File: src/rtl/i2cra_pkg.sv
// Shared types and constants for the I2C register access master.
// Holds phase codes, request codes and the result record.
// No dependencies.
package i2cra_pkg;

  // request codes carried on the action field
  localparam logic [1:0] ACT_TICK   = 2'd0;
  localparam logic [1:0] ACT_WRITE  = 2'd1;
  localparam logic [1:0] ACT_READ   = 2'd2;
  localparam logic [1:0] ACT_UNUSED = 2'd3;  // no step, no latch

  // bus sequencer phases
  localparam logic [4:0] PH_IDLE      = 5'd0;
  localparam logic [4:0] PH_START_SDA = 5'd1;
  localparam logic [4:0] PH_START_SCL = 5'd2;
  localparam logic [4:0] PH_BIT_SDA   = 5'd3;
  localparam logic [4:0] PH_BIT_SCLH  = 5'd4;
  localparam logic [4:0] PH_BIT_SCLL  = 5'd5;
  localparam logic [4:0] PH_ACK_SDA   = 5'd6;
  localparam logic [4:0] PH_ACK_SCLH  = 5'd7;
  localparam logic [4:0] PH_ACK_SMP   = 5'd8;
  localparam logic [4:0] PH_ACK_SDA0  = 5'd9;
  localparam logic [4:0] PH_RS_SDA1   = 5'd10;
  localparam logic [4:0] PH_RS_SCL1   = 5'd11;
  localparam logic [4:0] PH_RS_SDA0   = 5'd12;
  localparam logic [4:0] PH_RS_SCL0   = 5'd13;
  localparam logic [4:0] PH_GB_SCL0   = 5'd14;
  localparam logic [4:0] PH_GB_SCLH   = 5'd15;
  localparam logic [4:0] PH_GB_SMP    = 5'd16;
  localparam logic [4:0] PH_GB_SDA1   = 5'd17;
  localparam logic [4:0] PH_STOP_SDA0 = 5'd18;
  localparam logic [4:0] PH_STOP_SCL1 = 5'd19;
  localparam logic [4:0] PH_STOP_SDA1 = 5'd20;

  // byte slots in a transaction
  localparam logic [1:0] BYTE_ADDR = 2'd0;
  localparam logic [1:0] BYTE_REG  = 2'd1;
  localparam logic [1:0] BYTE_LAST = 2'd2;

  // configuration register index and reset value
  localparam logic       REG_DEVICE_ADDRESS = 1'b0;
  localparam logic [6:0] DEV_ADDR_RESET     = 7'd72;

  // one result record
  typedef struct packed {
    logic       scl_level;
    logic       sda_level;
    logic       busy_res;
    logic       done_res;
    logic       nack_error;
    logic [7:0] read_data;
    logic       rejected;
  } res_t;

endpackage

File: src/rtl/i2c_register_access_master.sv
// I2C register access master: at most one pin step per accepted request.
// A result is registered in the output register, or in the skid entry.
// Throughput: one request per cycle while the skid entry is empty; the skid
// entry lets a request be taken while the current result waits.
// Reset (rst_n, synchronous): bus released, sequencer idle, address 72.
// Depends on i2cra_pkg.
module i2c_register_access_master
  import i2cra_pkg::*;
(
  input  logic       clk,
  input  logic       rst_n,
  // request channel
  input  logic       in_valid,
  output logic       in_stall,
  input  logic [1:0] in_action,
  input  logic [7:0] in_reg_addr,
  input  logic [7:0] in_write_data,
  input  logic       in_sda_in,
  // result channel
  output logic       out_valid,
  input  logic       out_stall,
  output logic       out_scl_level,
  output logic       out_sda_level,
  output logic       out_busy_res,
  output logic       out_done_res,
  output logic       out_nack_error,
  output logic [7:0] out_read_data,
  output logic       out_rejected,
  // configuration port
  input  logic       psel,
  input  logic       penable,
  input  logic       pwrite,
  input  logic [2:0] paddr,
  input  logic [31:0] pwdata,
  output logic [31:0] prdata,
  output logic       pready
);

  // configuration register
  logic [6:0] dev_addr_r;

  // sequencer state
  logic [4:0] phase_r,     phase_nxt;
  logic [3:0] bit_cnt_r,   bit_cnt_nxt;
  logic [7:0] shift_r,     shift_nxt;
  logic [1:0] byte_idx_r,  byte_idx_nxt;
  logic       is_read_r,   is_read_nxt;
  logic [7:0] held_reg_r,  held_reg_nxt;
  logic [7:0] held_data_r, held_data_nxt;
  logic       scl_r,       scl_nxt;
  logic       sda_r,       sda_nxt;
  logic       nack_r,      nack_nxt;

  // output register and skid entry
  logic out_valid_r;
  logic skid_valid_r;
  res_t out_res_r;
  res_t skid_res_r;
  res_t res;

  logic in_accept;
  logic out_pop;
  logic cfg_wr;
  logic [3:0] bit_inc;

  assign in_stall  = skid_valid_r;
  assign in_accept = in_valid && !in_stall;
  assign out_pop   = out_valid_r && !out_stall;
  assign bit_inc   = bit_cnt_r + 4'd1;

  // APB register access
  assign pready = 1'b1;
  assign cfg_wr = psel && penable && pwrite && (paddr[2] == REG_DEVICE_ADDRESS);
  assign prdata = (paddr[2] == REG_DEVICE_ADDRESS) ? {25'd0, dev_addr_r} : 32'd0;

  always_ff @(posedge clk) begin
    if (!rst_n) begin
      dev_addr_r <= DEV_ADDR_RESET;
    end else if (cfg_wr) begin
      dev_addr_r <= pwdata[6:0];
    end
  end

  // byte to shift out for a given slot
  function automatic logic [7:0] byte_for(input logic [1:0] idx, input logic [6:0] dev,
                                          input logic [7:0] hreg, input logic [7:0] hdata,
                                          input logic rd);
    logic [7:0] b;
    begin
      if (idx == BYTE_ADDR) begin
        b = {dev, 1'b0};
      end else if (idx == BYTE_REG) begin
        b = hreg;
      end else if (rd) begin
        b = {dev, 1'b1};
      end else begin
        b = hdata;
      end
      return b;
    end
  endfunction

  // one pin step
  always_comb begin
    phase_nxt     = phase_r;
    bit_cnt_nxt   = bit_cnt_r;
    shift_nxt     = shift_r;
    byte_idx_nxt  = byte_idx_r;
    is_read_nxt   = is_read_r;
    held_reg_nxt  = held_reg_r;
    held_data_nxt = held_data_r;
    scl_nxt       = scl_r;
    sda_nxt       = sda_r;
    nack_nxt      = nack_r;
    res           = '0;

    if (in_action == ACT_WRITE || in_action == ACT_READ) begin
      if (phase_r != PH_IDLE) begin
        res.rejected = 1'b1;
      end else begin
        held_reg_nxt  = in_reg_addr;
        held_data_nxt = in_write_data;
        is_read_nxt   = (in_action == ACT_READ);
        nack_nxt      = 1'b0;
        bit_cnt_nxt   = 4'd0;
        byte_idx_nxt  = BYTE_ADDR;
        shift_nxt     = 8'd0;
        phase_nxt     = PH_START_SDA;
      end
    end else if (in_action == ACT_TICK) begin
      case (phase_r)
        PH_START_SDA: begin
          sda_nxt = 1'b0; phase_nxt = PH_START_SCL;
        end
        PH_START_SCL: begin
          scl_nxt = 1'b0;
          byte_idx_nxt = BYTE_ADDR;
          bit_cnt_nxt = 4'd0;
          shift_nxt = byte_for(BYTE_ADDR, dev_addr_r, held_reg_r, held_data_r, is_read_r);
          phase_nxt = PH_BIT_SDA;
        end
        PH_BIT_SDA: begin
          sda_nxt = shift_r[7]; phase_nxt = PH_BIT_SCLH;
        end
        PH_BIT_SCLH: begin
          scl_nxt = 1'b1; phase_nxt = PH_BIT_SCLL;
        end
        PH_BIT_SCLL: begin
          scl_nxt     = 1'b0;
          shift_nxt   = {shift_r[6:0], 1'b0};
          bit_cnt_nxt = bit_inc;
          phase_nxt   = (bit_inc >= 4'd8) ? PH_ACK_SDA : PH_BIT_SDA;
        end
        PH_ACK_SDA: begin
          sda_nxt = 1'b1; phase_nxt = PH_ACK_SCLH;
        end
        PH_ACK_SCLH: begin
          scl_nxt = 1'b1; phase_nxt = PH_ACK_SMP;
        end
        PH_ACK_SMP: begin
          nack_nxt = in_sda_in; scl_nxt = 1'b0; phase_nxt = PH_ACK_SDA0;
        end
        PH_ACK_SDA0: begin
          sda_nxt = 1'b0;
          if (nack_r) begin
            phase_nxt = PH_STOP_SDA0;
          end else if (byte_idx_r == BYTE_ADDR) begin
            byte_idx_nxt = BYTE_REG;
            bit_cnt_nxt  = 4'd0;
            shift_nxt    = byte_for(BYTE_REG, dev_addr_r, held_reg_r, held_data_r, is_read_r);
            phase_nxt    = PH_BIT_SDA;
          end else if (byte_idx_r == BYTE_REG) begin
            if (is_read_r) begin
              phase_nxt = PH_RS_SDA1;
            end else begin
              byte_idx_nxt = BYTE_LAST;
              bit_cnt_nxt  = 4'd0;
              shift_nxt    = byte_for(BYTE_LAST, dev_addr_r, held_reg_r, held_data_r,
                                      is_read_r);
              phase_nxt    = PH_BIT_SDA;
            end
          end else begin
            phase_nxt = is_read_r ? PH_GB_SCL0 : PH_STOP_SDA0;
          end
        end
        PH_RS_SDA1: begin
          sda_nxt = 1'b1; phase_nxt = PH_RS_SCL1;
        end
        PH_RS_SCL1: begin
          scl_nxt = 1'b1; phase_nxt = PH_RS_SDA0;
        end
        PH_RS_SDA0: begin
          sda_nxt = 1'b0; phase_nxt = PH_RS_SCL0;
        end
        PH_RS_SCL0: begin
          scl_nxt      = 1'b0;
          byte_idx_nxt = BYTE_LAST;
          bit_cnt_nxt  = 4'd0;
          shift_nxt    = byte_for(BYTE_LAST, dev_addr_r, held_reg_r, held_data_r, is_read_r);
          phase_nxt    = PH_BIT_SDA;
        end
        PH_GB_SCL0: begin
          scl_nxt = 1'b0; shift_nxt = 8'd0; bit_cnt_nxt = 4'd0; phase_nxt = PH_GB_SCLH;
        end
        PH_GB_SCLH: begin
          scl_nxt = 1'b1; phase_nxt = PH_GB_SMP;
        end
        PH_GB_SMP: begin
          shift_nxt   = {shift_r[6:0], in_sda_in};
          scl_nxt     = 1'b0;
          bit_cnt_nxt = bit_inc;
          phase_nxt   = (bit_inc >= 4'd8) ? PH_GB_SDA1 : PH_GB_SCLH;
        end
        PH_GB_SDA1: begin
          sda_nxt = 1'b1; phase_nxt = PH_STOP_SDA0;
        end
        PH_STOP_SDA0: begin
          sda_nxt = 1'b0; phase_nxt = PH_STOP_SCL1;
        end
        PH_STOP_SCL1: begin
          scl_nxt = 1'b1; phase_nxt = PH_STOP_SDA1;
        end
        PH_STOP_SDA1: begin
          sda_nxt        = 1'b1;
          res.done_res   = 1'b1;
          res.nack_error = nack_r;
          res.read_data  = (is_read_r && !nack_r) ? shift_r : 8'd0;
          phase_nxt      = PH_IDLE;
        end
        default: begin
          // idle or an unused code: no step
          phase_nxt = PH_IDLE;
        end
      endcase
    end

    res.scl_level = scl_nxt;
    res.sda_level = sda_nxt;
    res.busy_res  = (phase_nxt != PH_IDLE);
  end

  // sequencer state update on each accepted request
  always_ff @(posedge clk) begin
    if (!rst_n) begin
      phase_r     <= PH_IDLE;
      bit_cnt_r   <= 4'd0;
      shift_r     <= 8'd0;
      byte_idx_r  <= BYTE_ADDR;
      is_read_r   <= 1'b0;
      held_reg_r  <= 8'd0;
      held_data_r <= 8'd0;
      scl_r       <= 1'b1;
      sda_r       <= 1'b1;
      nack_r      <= 1'b0;
    end else if (in_accept) begin
      phase_r     <= phase_nxt;
      bit_cnt_r   <= bit_cnt_nxt;
      shift_r     <= shift_nxt;
      byte_idx_r  <= byte_idx_nxt;
      is_read_r   <= is_read_nxt;
      held_reg_r  <= held_reg_nxt;
      held_data_r <= held_data_nxt;
      scl_r       <= scl_nxt;
      sda_r       <= sda_nxt;
      nack_r      <= nack_nxt;
    end
  end

  // output register with one skid entry
  always_ff @(posedge clk) begin
    if (!rst_n) begin
      out_valid_r  <= 1'b0;
      skid_valid_r <= 1'b0;
    end else if (skid_valid_r) begin
      if (out_pop) begin
        skid_valid_r <= 1'b0;
      end
    end else if (in_accept) begin
      if (!out_valid_r || out_pop) begin
        out_valid_r <= 1'b1;
      end else begin
        skid_valid_r <= 1'b1;
      end
    end else if (out_pop) begin
      out_valid_r <= 1'b0;
    end
  end

  always_ff @(posedge clk) begin
    if (skid_valid_r) begin
      if (out_pop) begin
        out_res_r <= skid_res_r;
      end
    end else if (in_accept) begin
      if (!out_valid_r || out_pop) begin
        out_res_r <= res;
      end else begin
        skid_res_r <= res;
      end
    end
  end

  assign out_valid      = out_valid_r;
  assign out_scl_level  = out_res_r.scl_level;
  assign out_sda_level  = out_res_r.sda_level;
  assign out_busy_res   = out_res_r.busy_res;
  assign out_done_res   = out_res_r.done_res;
  assign out_nack_error = out_res_r.nack_error;
  assign out_read_data  = out_res_r.read_data;
  assign out_rejected   = out_res_r.rejected;

  // checks
  a_skid_needs_out: assert property (@(posedge clk) disable iff (!rst_n)
    skid_valid_r |-> out_valid_r)
    else $error("skid entry held without an output entry");

  a_done_not_busy: assert property (@(posedge clk) disable iff (!rst_n)
    (out_valid_r && out_res_r.done_res) |-> !out_res_r.busy_res)
    else $error("done reported while still busy");

  a_done_bus_free: assert property (@(posedge clk) disable iff (!rst_n)
    (out_valid_r && out_res_r.done_res) |-> (out_res_r.scl_level && out_res_r.sda_level))
    else $error("stop did not leave the bus released");

  a_flags_need_done: assert property (@(posedge clk) disable iff (!rst_n)
    (out_valid_r && !out_res_r.done_res) |->
      (!out_res_r.nack_error && out_res_r.read_data == 8'd0))
    else $error("error or read data without done");

  a_reject_no_step: assert property (@(posedge clk) disable iff (!rst_n)
    (out_valid_r && out_res_r.rejected) |-> (!out_res_r.done_res && out_res_r.busy_res))
    else $error("rejected request changed the transaction");

endmodule
File: config.mk
export PLATFORM = sky130hd
export DESIGN_NAME = i2c_register_access_master
export DESIGN_NICKNAME = d
export VERILOG_FILES = /design/src/rtl/i2cra_pkg.sv /design/src/rtl/i2c_register_access_master.sv
export SDC_FILE = /design/constraint.sdc
export NUM_CORES = 1
export LEC_CHECK = 0
export BUFFER_PORTS_ARGS = -buffer_cell sky130_fd_sc_hd__clkbuf_2
export CAP_MARGIN = 20
export CORE_AREA = 3 3 130 132
export CTS_BUF_LIST = sky130_fd_sc_hd__clkbuf_4 sky130_fd_sc_hd__clkbuf_8
export DETAILED_ROUTE_END_ITERATION = 10
export DIE_AREA = 0 0 133 135
export GPL_TIMING_DRIVEN = 0
export PLACE_DENSITY = 0.56
export SLEW_MARGIN = 20
export SYNTH_ARGS = -nofsm -noshare
export SYNTH_HDL_FRONTEND = slang
export SYNTH_SLANG_ARGS = --single-unit
File: constraint.sdc
create_clock -name clk -period 6.44 [get_ports clk]
set_input_delay 1.288 -clock clk [delete_from_list [all_inputs] [get_ports clk]]
set_output_delay 1.288 -clock clk [all_outputs]
set_load 0.01 [all_outputs]
==> impl_results.md, run 1 <==
* Run status: complete, no violations
* NetSw at 293 uW
* Relative slew slack at 0.334
* Die Y at 135 um
* R2r startpoint: phase_r[2]
* # DRC at 0
* Clk_lat worst skew at ~0.36 ns
* Setup TNS at 0 ns
* CTS tree: done
* DR vias/cell at between 4 and 5
* Peak supply drop at 88.2 uV
* Fin Hold WS at about 0.5 ns
* CTS Sinks at 76
* Area leader, netlist: dfxtp_1
* Sequential element share of the synthesized area at 0.426
* Sw frac at 0.272
* Overall routed net length at roughly 12000 um
* DP Area at approximately 5000 sq um
* Worst path most repeated cell: buf_2
* Total Power Consumption at about 1100 uW
* Core area at between 15000 and 20000 sq um
* Top cell type's share of synthesized area at 0.227
* Reg2reg path depth at 7
* Chip width at 133 um
* Fin. Hold Viols at 0
* Fin nets at approximately 610
* CTS clk-pin slew, worst paths at roughly 0.08 ns
* Yosys cell types at 62
* Int Pwr at approximately 800 uW
* Initial DRC Count at between 200 and 250
* WHS Path Cells at 2
* Initial core utilization at 0.267
* EDFF count, synth at 28
* DR WL/cell at 15.0 um
* Synth Register Bits at 76
* Ys async rst share at 0
* Max cap viols at 0
* Worst setup path class: input pin to register
* Post-Syn Area at about 4200 sq um
* Reg power frac at 0.494
* Post-CTS setup buffer count at 0
* CTS Buffer Depth at 2
* Startpoint types: input pin
* Grt ovf at 0
* Clock network power share at 0.340
* GP Congestion at approximately 0.9
* Pwr Density at 212 nW/um^2
* Dominant cells by area after synthesis: dfxtp_1 (23%), edfxtp_1 (20%), mux2i_1 (6.2%), buf_4 (5.3%), nor2_1 (3.9%)
* Share of cells above drive strength 1 at 0.250
* Tot GR Track Use at 0.129
* Cells after DPL at 751
* Hold Buf Count CTS at 0
* Non-Filler Instances at about 770
* Initial antenna violation count at 0
* Finish-stage setup viols at 0
* Port Buffers at 55
* Primary FF master, synth: dfxtp_1
* Global-route wire length before repair at ~18000 um
* P&R area growth vs syn at 19.8%
* YS warnings at 0
* Mean Syn Cell Area at about 9 sq um
* Max-slew violation count at 0
* Final clock skew at approximately 0.009 ns
* Crit path launch: in_action[0]
* Critical Path End: held_reg_r[2]
* Post-synthesis instance total at ~460
* CTS Buf Count at 9
* Crit-path slowest cell: buf_2
* Worst-path cell chain: clkbuf_2 -> inv_1 -> ha_1 -> buf_2 -> inv_1 -> nor4_1 -> buf_2 -> buf_2 -> mux2i_1 -> nor2_1
* Antenna Cells at 0
* Vias in the first global route at 3470
* Root Buffer: clkbuf_8
* CP Data Required Time at between 6 and 7 ns
* Most common cell in the netlist: dfxtp_1
* Tcrit/Tclk final at 0.498
* Final min period at between 3 and 4 ns
* Drt pass-1 iters at 6
* H-tree Lvls at 3
* Worst-Margin Slew at around 0.99 ns
* R2r setup slk at between 3 and 4 ns
* Critical path capture point type: register
* Power share of the combinational group at 0.166
* Fin area at 5060 sq um
* Die area at roughly 18000 sq um
* Cts repair resizes at 0
* Lkg Pwr at approximately 0.0020 uW
* Final ANT Viol Nets at 0
* Max Freq at ~0.31 GHz
* Hold WC Path Type: register to register
* # rows at 46
* Max stage delay on crit path at around 0.37 ns
* Crit path DAT at 3.44 ns
* Largest net degree at the start of global routing at 15
* DP Wirelength at roughly 8800 um
* Crit Path Max Fanout at 10
* RR Endpoint: shift_r[1]
* Via count at ~3600
* RSZ-0062 raised after global routing: no
* Commonest cells post-synth: dfxtp_1 (48), nor2_1 (44), nand2_1 (37)
* IO Pins at between 100 and 150
==> power by group through the flow <==
| stage | sequential, uW | combinational [uW] | clock [uW] |
|---|---|---|---|
| after global routing | 533 | 197 | 398 |
| after CTS | 531 | 178 | 376 |
| after detailed placement | 542 | 177 | 0 |
| after floorplan | 541 | 121 | 0 |
| after global placement | 541 | 176 | 0 |
| final | 531 | 178 | 365 |
==> layout by cell type, fill, tap and decap left out, types with 8 or more instances in the layout <==
cell / count
mux2i_1: 26
nor2_1: 44
buf_4: 30
inv_1: 11
buf_2: 12
nand2_1: 37
clkbuf_1: 16
a21oi_1: 29
conb_1: 26
clkbuf_2: 55
edfxtp_1: 28
nor2b_1: 14
a211oi_1: 8
clkbuf_8: 10
mux2_2: 11
nand2b_1: 8
nor3_1: 8
and2_1: 8
dfxtp_1: 48
o21ai_0: 12
==> cells by family after synthesis <==
| group | after synthesis | synth area share |
|---|---|---|
| buf+inv | 72 | 0.0959 |
| fa+ha+maj | 4 | 0.0118 |
| simple gates | 159 | 0.193 |
| other cells | 2 | 0.00178 |
| flops | 76 | 0.426 |
| compound gates | 101 | 0.170 |
| xor+xnor | 5 | 0.0104 |
| mux | 37 | 0.0908 |
==> layout make-up <==
class	count	area (sq um)
Sequential cell	76	1800
Timing Repair Buffer	55	275
Fill cell	1684	10800
Clock buffer	11	145
Multi-Input combinational cell	332	2120
Tap cell	216	270
Clock inverter	5	51.3
Inverter	13	48.8
Buffer	59	357
==> flip-flops by register name, indices dropped and copies added, names as in the netlist <==
| register | flops |
|---|---|
| skid_res_r | 14 |
| held_data_r | 8 |
| out_scl_level | 1 |
| shift_r | 8 |
| phase_r | 5 |
| nack_r | 1 |
| out_rejected | 1 |
| out_done_res | 1 |
| byte_idx_r | 2 |
| is_read_r | 1 |
| held_reg_r | 8 |
| out_read_data | 8 |
| out_valid | 1 |
| scl_r | 1 |
| bit_cnt_r | 4 |
| sda_r | 1 |
| out_busy_res | 1 |
| out_nack_error | 1 |
| out_sda_level | 1 |
| dev_addr_r | 7 |
| in_stall | 1 |
==> how the worst min path moves through the flow <==
stage | from | to | slack (ns)
after floorplan | shift_r[1] | shift_r[1] | 0.44
after global placement | bit_cnt_r[1] | bit_cnt_r[1] | 0.47
after detailed placement | bit_cnt_r[2] | bit_cnt_r[2] | 0.47
after CTS | bit_cnt_r[2] | bit_cnt_r[2] | 0.48
after global routing | bit_cnt_r[2] | bit_cnt_r[2] | 0.50
final | bit_cnt_r[2] | bit_cnt_r[2] | 0.49
==> routing by layer <==
layer / track usage / share of wire / wire, um / up-vias
met5: 0 / 0 / 0 / -
met4: 0.0294 / 0.010 / 118 / 0
met3: 0.0395 / 0.074 / 847 / 12
met2: 0.197 / 0.44 / 5120 / 144
met1: 0.180 / 0.47 / 5430 / 1714
li1: - / - / - / 1777
==> critical path, delay by kind of cell <==
| family | cells | cell delay (ns) |
|---|---|---|
| buffers and inverters | 6 | 1.27 |
| AND/OR/NAND/NOR | 2 | 0.34 |
| adder cells (fa/ha/maj) | 1 | 0.28 |
| multiplexers | 1 | 0.25 |
==> stage by stage <==
| stage | setup WS [ns] | utilization |
|---|---|---|
| floorplan | 3.39 | - |
| global placement | 2.92 | 0.307 |
| detailed placement | 2.87 | 0.308 |
| CTS | 3.25 | 0.320 |
| global route | 3.06 | 0.320 |
| finish | 3.24 | 0.320 |
Power figures use the tool's default switching activity.
==> run 2, diff against run 1 <==
--- a/config.mk
+++ b/config.mk
@@ -12,7 +12,7 @@
 export DETAILED_ROUTE_END_ITERATION = 10
 export DIE_AREA = 0 0 133 135
 export GPL_TIMING_DRIVEN = 0
-export PLACE_DENSITY = 0.56
+export PLACE_DENSITY = 0.57
 export SLEW_MARGIN = 20
 export SYNTH_ARGS = -nofsm -noshare
 export SYNTH_HDL_FRONTEND = slang
==> constraint.sdc (replaced) <==
create_clock -name clk -period 2.8 [get_ports clk]
set_input_delay 0.56 -clock clk [delete_from_list [all_inputs] [get_ports clk]]
set_output_delay 0.56 -clock clk [all_outputs]
set_load 0.01 [all_outputs]
==> run 2 against run 1 <==
Critical path type is now register to register. Sequential power rose by 130%. Routed wire length rose by 0.58%. Sequential share of layout area fell by 0.16 points. Worst hold slack got worse by 0.068 ns. Die area did not move. Largest power group unchanged. Setup slack got worse by 2.9 ns. Clock skew increased by 0.0012 ns. Count of clock-buffer cells in the layout down 1. Combinational power up 130%.
==> impl_results.md, run 2 (synthesis gave the netlist of run 1 again) <==
* Antenna Cells at 0
* Commonest non-fill, non-tap cell in the layout: clkbuf_2
* Startpoint types: register
* Max FFs per register at 14
* Critical path capture point type: register
* Clock network power share at 0.363
* Max Freq at about 0.40 GHz
* Tot GR Track Use at 0.130
* Reg power frac at 0.476
* Max stage delay on crit path at between 0.7 and 0.8 ns
* Initial antenna violation count at 0
* Largest net degree at the start of global routing at 15
* Initial DRC Count at roughly 240
* CTS Buffer Depth at 2
* Number of buffers and inverters on the critical path at 1
* Fin area at slightly above 5000 sq um
* Total Power Consumption at ~2600 uW
* Root Buffer: clkbuf_8
* Int Pwr at roughly 1900 uW
* Fin. Hold Viols at 0
* Cts repair resizes at 0
* Final min period at 2.49 ns
* Fin Hold WS at 0.419 ns
* DR vias/cell at approximately 4.8
* CTS clk-pin slew, worst paths at around 0.080 ns
* CTS Buf Count at 9
* Crit path max-delay family: simple AND/OR/NAND/NOR gates
* Largest Register: skid_res_r
* Cells after DPL at 751
* Finish-stage setup viols at 0
* CTS Sinks at 76
* Lkg Pwr at between 0.0015 and 0.002 uW
* DP Wirelength at just under 9000 um
* Hold Buf Count CTS at 0
* Hold WC Path Type: input pin to register
* Non-Filler Instances at between 700 and 800
* Sw frac at 0.270
* Worst-Margin Slew at ~0.95 ns
* Clk_lat worst skew at ~0.36 ns
* Relative slew slack at 0.363
* Vias in the first global route at approximately 3600
* Peak supply drop at 254 uV
* Fillers at approximately 1700
* Share of cells above drive strength 1 at 0.252
* Final ANT Viol Nets at 0
* Overall routed net length at between 10000 and 15000 um
* # rows at 46
* Die Y at 135 um
* GP Congestion at approximately 0.9
* Run status: complete, no violations
* Grt ovf at 0
* Worst setup path class: register to register
* Final Util at 0.321
* CP Data Required Time at about 3.1 ns
* # DRC at 0
* Pwr Density at ~500 nW/um^2
* Initial core utilization at 0.267
* IO Pins at 110
* H-tree Lvls at 3
* CTS tree: done
* RSZ-0062 raised after global routing: no
* Commonest non-fill, non-tap cells in the layout: clkbuf_2 (55), dfxtp_1 (48), nor2_1 (44)
* Fin nets at ~610
* Worst path most repeated cell: a21oi_1
* Global-route wire length before repair at 18600 um
* Post-CTS setup buffer count at 0
* Tcrit/Tclk final at 0.890
* Power share of the combinational group at 0.161
* Core area at between 15000 and 20000 sq um
* Max-slew violation count at 0
* DR WL/cell at 15.1 um
* NetSw at 691 uW
* Via count at between 3000 and 4000
* Drt pass-1 iters at 7
* Final clock skew at roughly 0.010 ns
* Die area at about 18000 sq um
* DP Area at 4870 sq um
* Port Buffers at 55
* P&R area growth vs syn at 20.3%
* Worst-path cell chain: buf_4 -> nor2b_1 -> a21oi_1 -> nor3_1 -> a222oi_1 -> a211o_1 -> a21oi_1
* Chip width at 133 um
* Crit Path Max Fanout at 10
* Crit-path slowest cell: nor3_1
* Max cap viols at 0
* Crit path DAT at 2.78 ns
==> run 2: cell types whose count changed in the layout (fill, tap and decap cells not counted), sizes merged <==
cell      delta
bufinv       +1
clkbuf       -1
clkinvlp     -1
inv          +1
==> run 2: metal layers <==
metal	GRT usage	up-vias	share of wire
met3	0.0440	13	0.083
met2	0.202	151	0.45
li1	-	1781	-
met1	0.174	1720	0.46
met5	0	-	0
met4	0.0323	0	0.0098
==> run 2: area by class of cell <==
class,instances,area [sq um],share of cell area
Buffer,59,357,0.0701
Sequential cell,76,1800,0.354
Timing Repair Buffer,55,275,0.0541
Clock inverter,6,87.6,0.0172
Tap cell,216,270,0.0531
Clock buffer,10,131,0.0258
Inverter,13,48.8,0.00959
Multi-Input combinational cell,332,2120,0.416
==> run 2: final timing paths <==
kind / startpoint / endpoint / slack (ns) / cells past startpoint
hold reg to reg: shift_r[2] / shift_r[2] / 0.48 / 2
hold / removal: pwdata[3] / dev_addr_r[3] / 0.42 / 3
setup / recovery: phase_r[2] / shift_r[4] / 0.31 / 7
setup reg to reg: phase_r[2] / shift_r[4] / 0.31 / 7
==> run 2: worst register-to-register path, cell delays in order, from the launching register on <==
cell and delay [ns]:
dfxtp_1 0.33, buf_4 0.18, nor2b_1 0.29, a21oi_1 0.15
nor3_1 0.74, a222oi_1 0.28, a211o_1 0.32, a21oi_1 0.13
==> run 2: power groups by stage <==
stage | clock, uW | combinational [uW] | sequential (uW)
CTS | 950 | 410 | 1220
floorplan | 0 | 279 | 1250
finish | 930 | 412 | 1220
global placement | 0 | 404 | 1240
detailed placement | 0 | 409 | 1250
global route | 997 | 456 | 1220
==> run 2: per-stage QoR <==
stage	setup TNS, ns	worst slack [ns]
floorplan	0	0.475
global placement	0	0.0281
detailed placement	-0.0275	-0.0155
CTS	0	0.367
global route	0	0.159
finish	0	0.309
==> run 3, diff against run 2 <==
--- a/config.mk
+++ b/config.mk
@@ -7,12 +7,12 @@
 export LEC_CHECK = 0
 export BUFFER_PORTS_ARGS = -buffer_cell sky130_fd_sc_hd__clkbuf_2
 export CAP_MARGIN = 20
-export CORE_AREA = 3 3 130 132
+export CORE_AREA = 3 3 92 94
 export CTS_BUF_LIST = sky130_fd_sc_hd__clkbuf_4 sky130_fd_sc_hd__clkbuf_8
 export DETAILED_ROUTE_END_ITERATION = 10
-export DIE_AREA = 0 0 133 135
+export DIE_AREA = 0 0 95 97
 export GPL_TIMING_DRIVEN = 0
-export PLACE_DENSITY = 0.57
+export PLACE_DENSITY = 0.91
 export SLEW_MARGIN = 20
 export SYNTH_ARGS = -nofsm -noshare
 export SYNTH_HDL_FRONTEND = slang
==> constraint.sdc (replaced) <==
create_clock -name clk -period 2.7 [get_ports clk]
set_input_delay 0.54 -clock clk [delete_from_list [all_inputs] [get_ports clk]]
set_output_delay 0.54 -clock clk [all_outputs]
set_load 0.01 [all_outputs]
==> run 3 against run 2 <==
Non-clock buffer count unchanged. Count of clock-buffer cells in the layout decreased by 1. Worst hold slack got worse by 0.026 ns. Sequential power grew 4%. Fmax decreased by 0.73%. Via count is 4.4% higher.
==> impl_results.md, run 3 (synthesis gave the netlist of run 1 again) <==
* Max stage delay on crit path at around 0.7 ns
* Relative slew slack at 0.380
* Reg power frac at 0.487
* Initial antenna violation count at 0
* Antenna Cells at 0
* Sequential cell area at between 1500 and 2000 sq um
* Max cap viols at 0
* # DRC at 0
* # rows at 32
* Share of cells above drive strength 1 at 0.252
* Dpl ws at -0.0761 ns
* Worst-path cell chain: buf_4 -> nor2b_1 -> a21oi_1 -> nor3_1 -> a222oi_1 -> a211o_1 -> a21oi_1
* Power share of the combinational group at 0.165
* Setup ws final at between 0.15 and 0.2 ns
* Hold WC Path Type: input pin to register
* Critical path capture point type: register
* Final ANT Viol Nets at 0
* Via count at 3827
* Grt ovf at 0
* Fin. Hold Viols at 0
* CTS Buf Count at 9
* Overall routed net length at roughly 11000 um
* Root Buffer: clkbuf_8
* Die area at 9220 sq um
* CTS Sinks at 76
* Hold Buf Count CTS at 0
* DP Wirelength at ~8100 um
* CTS Buffer Depth at 2
* Die Y at between 90 and 100 um
* IO Pins at 110
* Port Buffers at 55
* Initial DRC Count at 400
* Sw frac at 0.288
* Int Pwr at 1850 uW
* Lkg Pwr at roughly 0.0020 uW
* DR WL/cell at approximately 17 um
* P&R area growth vs syn at 16.6%
* Area of the multi-input gates at about 2100 sq um
* Global-route wire length before repair at roughly 17000 um
* Drt pass-1 iters at 5
* Cts repair resizes at 0
* Run status: complete, no violations
* Final clock skew at about 0.012 ns
* Max FFs per register at 14
* RSZ-0062 raised after global routing: no
* Fillers at 639
* Chip width at ~95 um
* CTS tree: done
* Vias in the first global route at between 3000 and 4000
* Worst path most repeated cell: a21oi_1
* Commonest non-fill, non-tap cells in the layout: clkbuf_2 (55), dfxtp_1 (48), nor2_1 (44)
* Crit Path Max Fanout at 10
* NetSw at around 750 uW
* DR vias/cell at just under 6
* Initial core utilization at 0.547
* H-tree Lvls at 3
* Worst setup path class: register to register
* Tcrit/Tclk final at 0.930
* Max Freq at between 0.3 and 0.4 GHz
* Crit-path slowest cell: nor3_1
* Finish-stage setup viols at 0
* CP Data Required Time at 2.99 ns
* Fin nets at a little over 600
* Total Power Consumption at approximately 2600 uW
* Worst-Margin Slew at 0.923 ns
* Commonest non-fill, non-tap cell in the layout: clkbuf_2
* Pwr Density at 526 nW/um^2
* Startpoint types: register
* Crit path max-delay family: simple AND/OR/NAND/NOR gates
* Post-CTS setup buffer count at 0
* Peak supply drop at between 300 and 400 uV
* Max-slew violation count at 0
* Largest Register: skid_res_r
* Number of buffers and inverters on the critical path at 1
* CTS clk-pin slew, worst paths at ~0.080 ns
* Clk_lat worst skew at 0.36 ns
* Core area at approximately 7700 sq um
* Clock network power share at 0.348
* Crit path DAT at 2.80 ns
* Final min period at between 2 and 3 ns
* GP Congestion at 0.946
* Largest net degree at the start of global routing at 16
* Tot GR Track Use at 0.240
## run 3: changes by cell type in the layout (fill, tap and decap cells not counted), sizes merged
cell      delta
inv          +2
clkinv       -2
bufinv       -1
clkinvlp     +2
clkbuf       -1
## run 3: tightest hold or removal path: cells and delay by family
family	cells	cell delay, ns
mux	1	0.05
simple gates	1	0.06
buf+inv	1	0.07
## run 3: layout make-up
type | count | share of cell area
inverters | 13 | 0.00989
plain buffers | 59 | 0.0723
multi-input cells | 332 | 0.429
clock buffers | 9 | 0.0251
clock inverters | 7 | 0.0167
flip-flops and latches | 76 | 0.365
repair buffers | 55 | 0.0558
well taps | 102 | 0.0259
## run 3: path summary, 6_finish.rpt
kind | from | end | slack (ns) | cells past startpoint
min reg2reg | shift_r[3] | shift_r[3] | 0.48 | 2
min | pwdata[6] | dev_addr_r[6] | 0.39 | 3
max reg2reg | phase_r[2] | shift_r[3] | 0.19 | 7
max | phase_r[2] | shift_r[3] | 0.19 | 7
## run 3: metrics by stage
step | area, sq um | std cells | setup TNS (ns) | hold slack (ns) | util
floorplan | 4320 | 480 | 0 | 0.440 | -
global placement | 4720 | 637 | -0.00833 | 0.457 | 0.611
detailed placement | 4720 | 637 | -0.795 | 0.462 | 0.611
CTS | 4930 | 653 | 0 | 0.388 | 0.638
global route | 4930 | 653 | 0 | 0.400 | 0.638
finish | 4930 | 653 | 0 | 0.393 | 0.638
## run 3: layer usage
layer  share of wire  wire, um  GRT usage
met4           0.022       241     0.0677
met3           0.087       963     0.0614
met2            0.48      5320      0.378
met1            0.41      4570      0.323
met5               0         0          0
## run 3: power by group through the flow
stage / Combinational [uW] / Sequential [uW] / Clock [uW]
2_1_floorplan: 290 / 1290 / 0
3_3_place_gp: 404 / 1290 / 0
3_5_place_dp: 415 / 1290 / 0
4_1_cts: 418 / 1260 / 901
5_1_grt: 465 / 1270 / 957
6_report: 428 / 1270 / 903
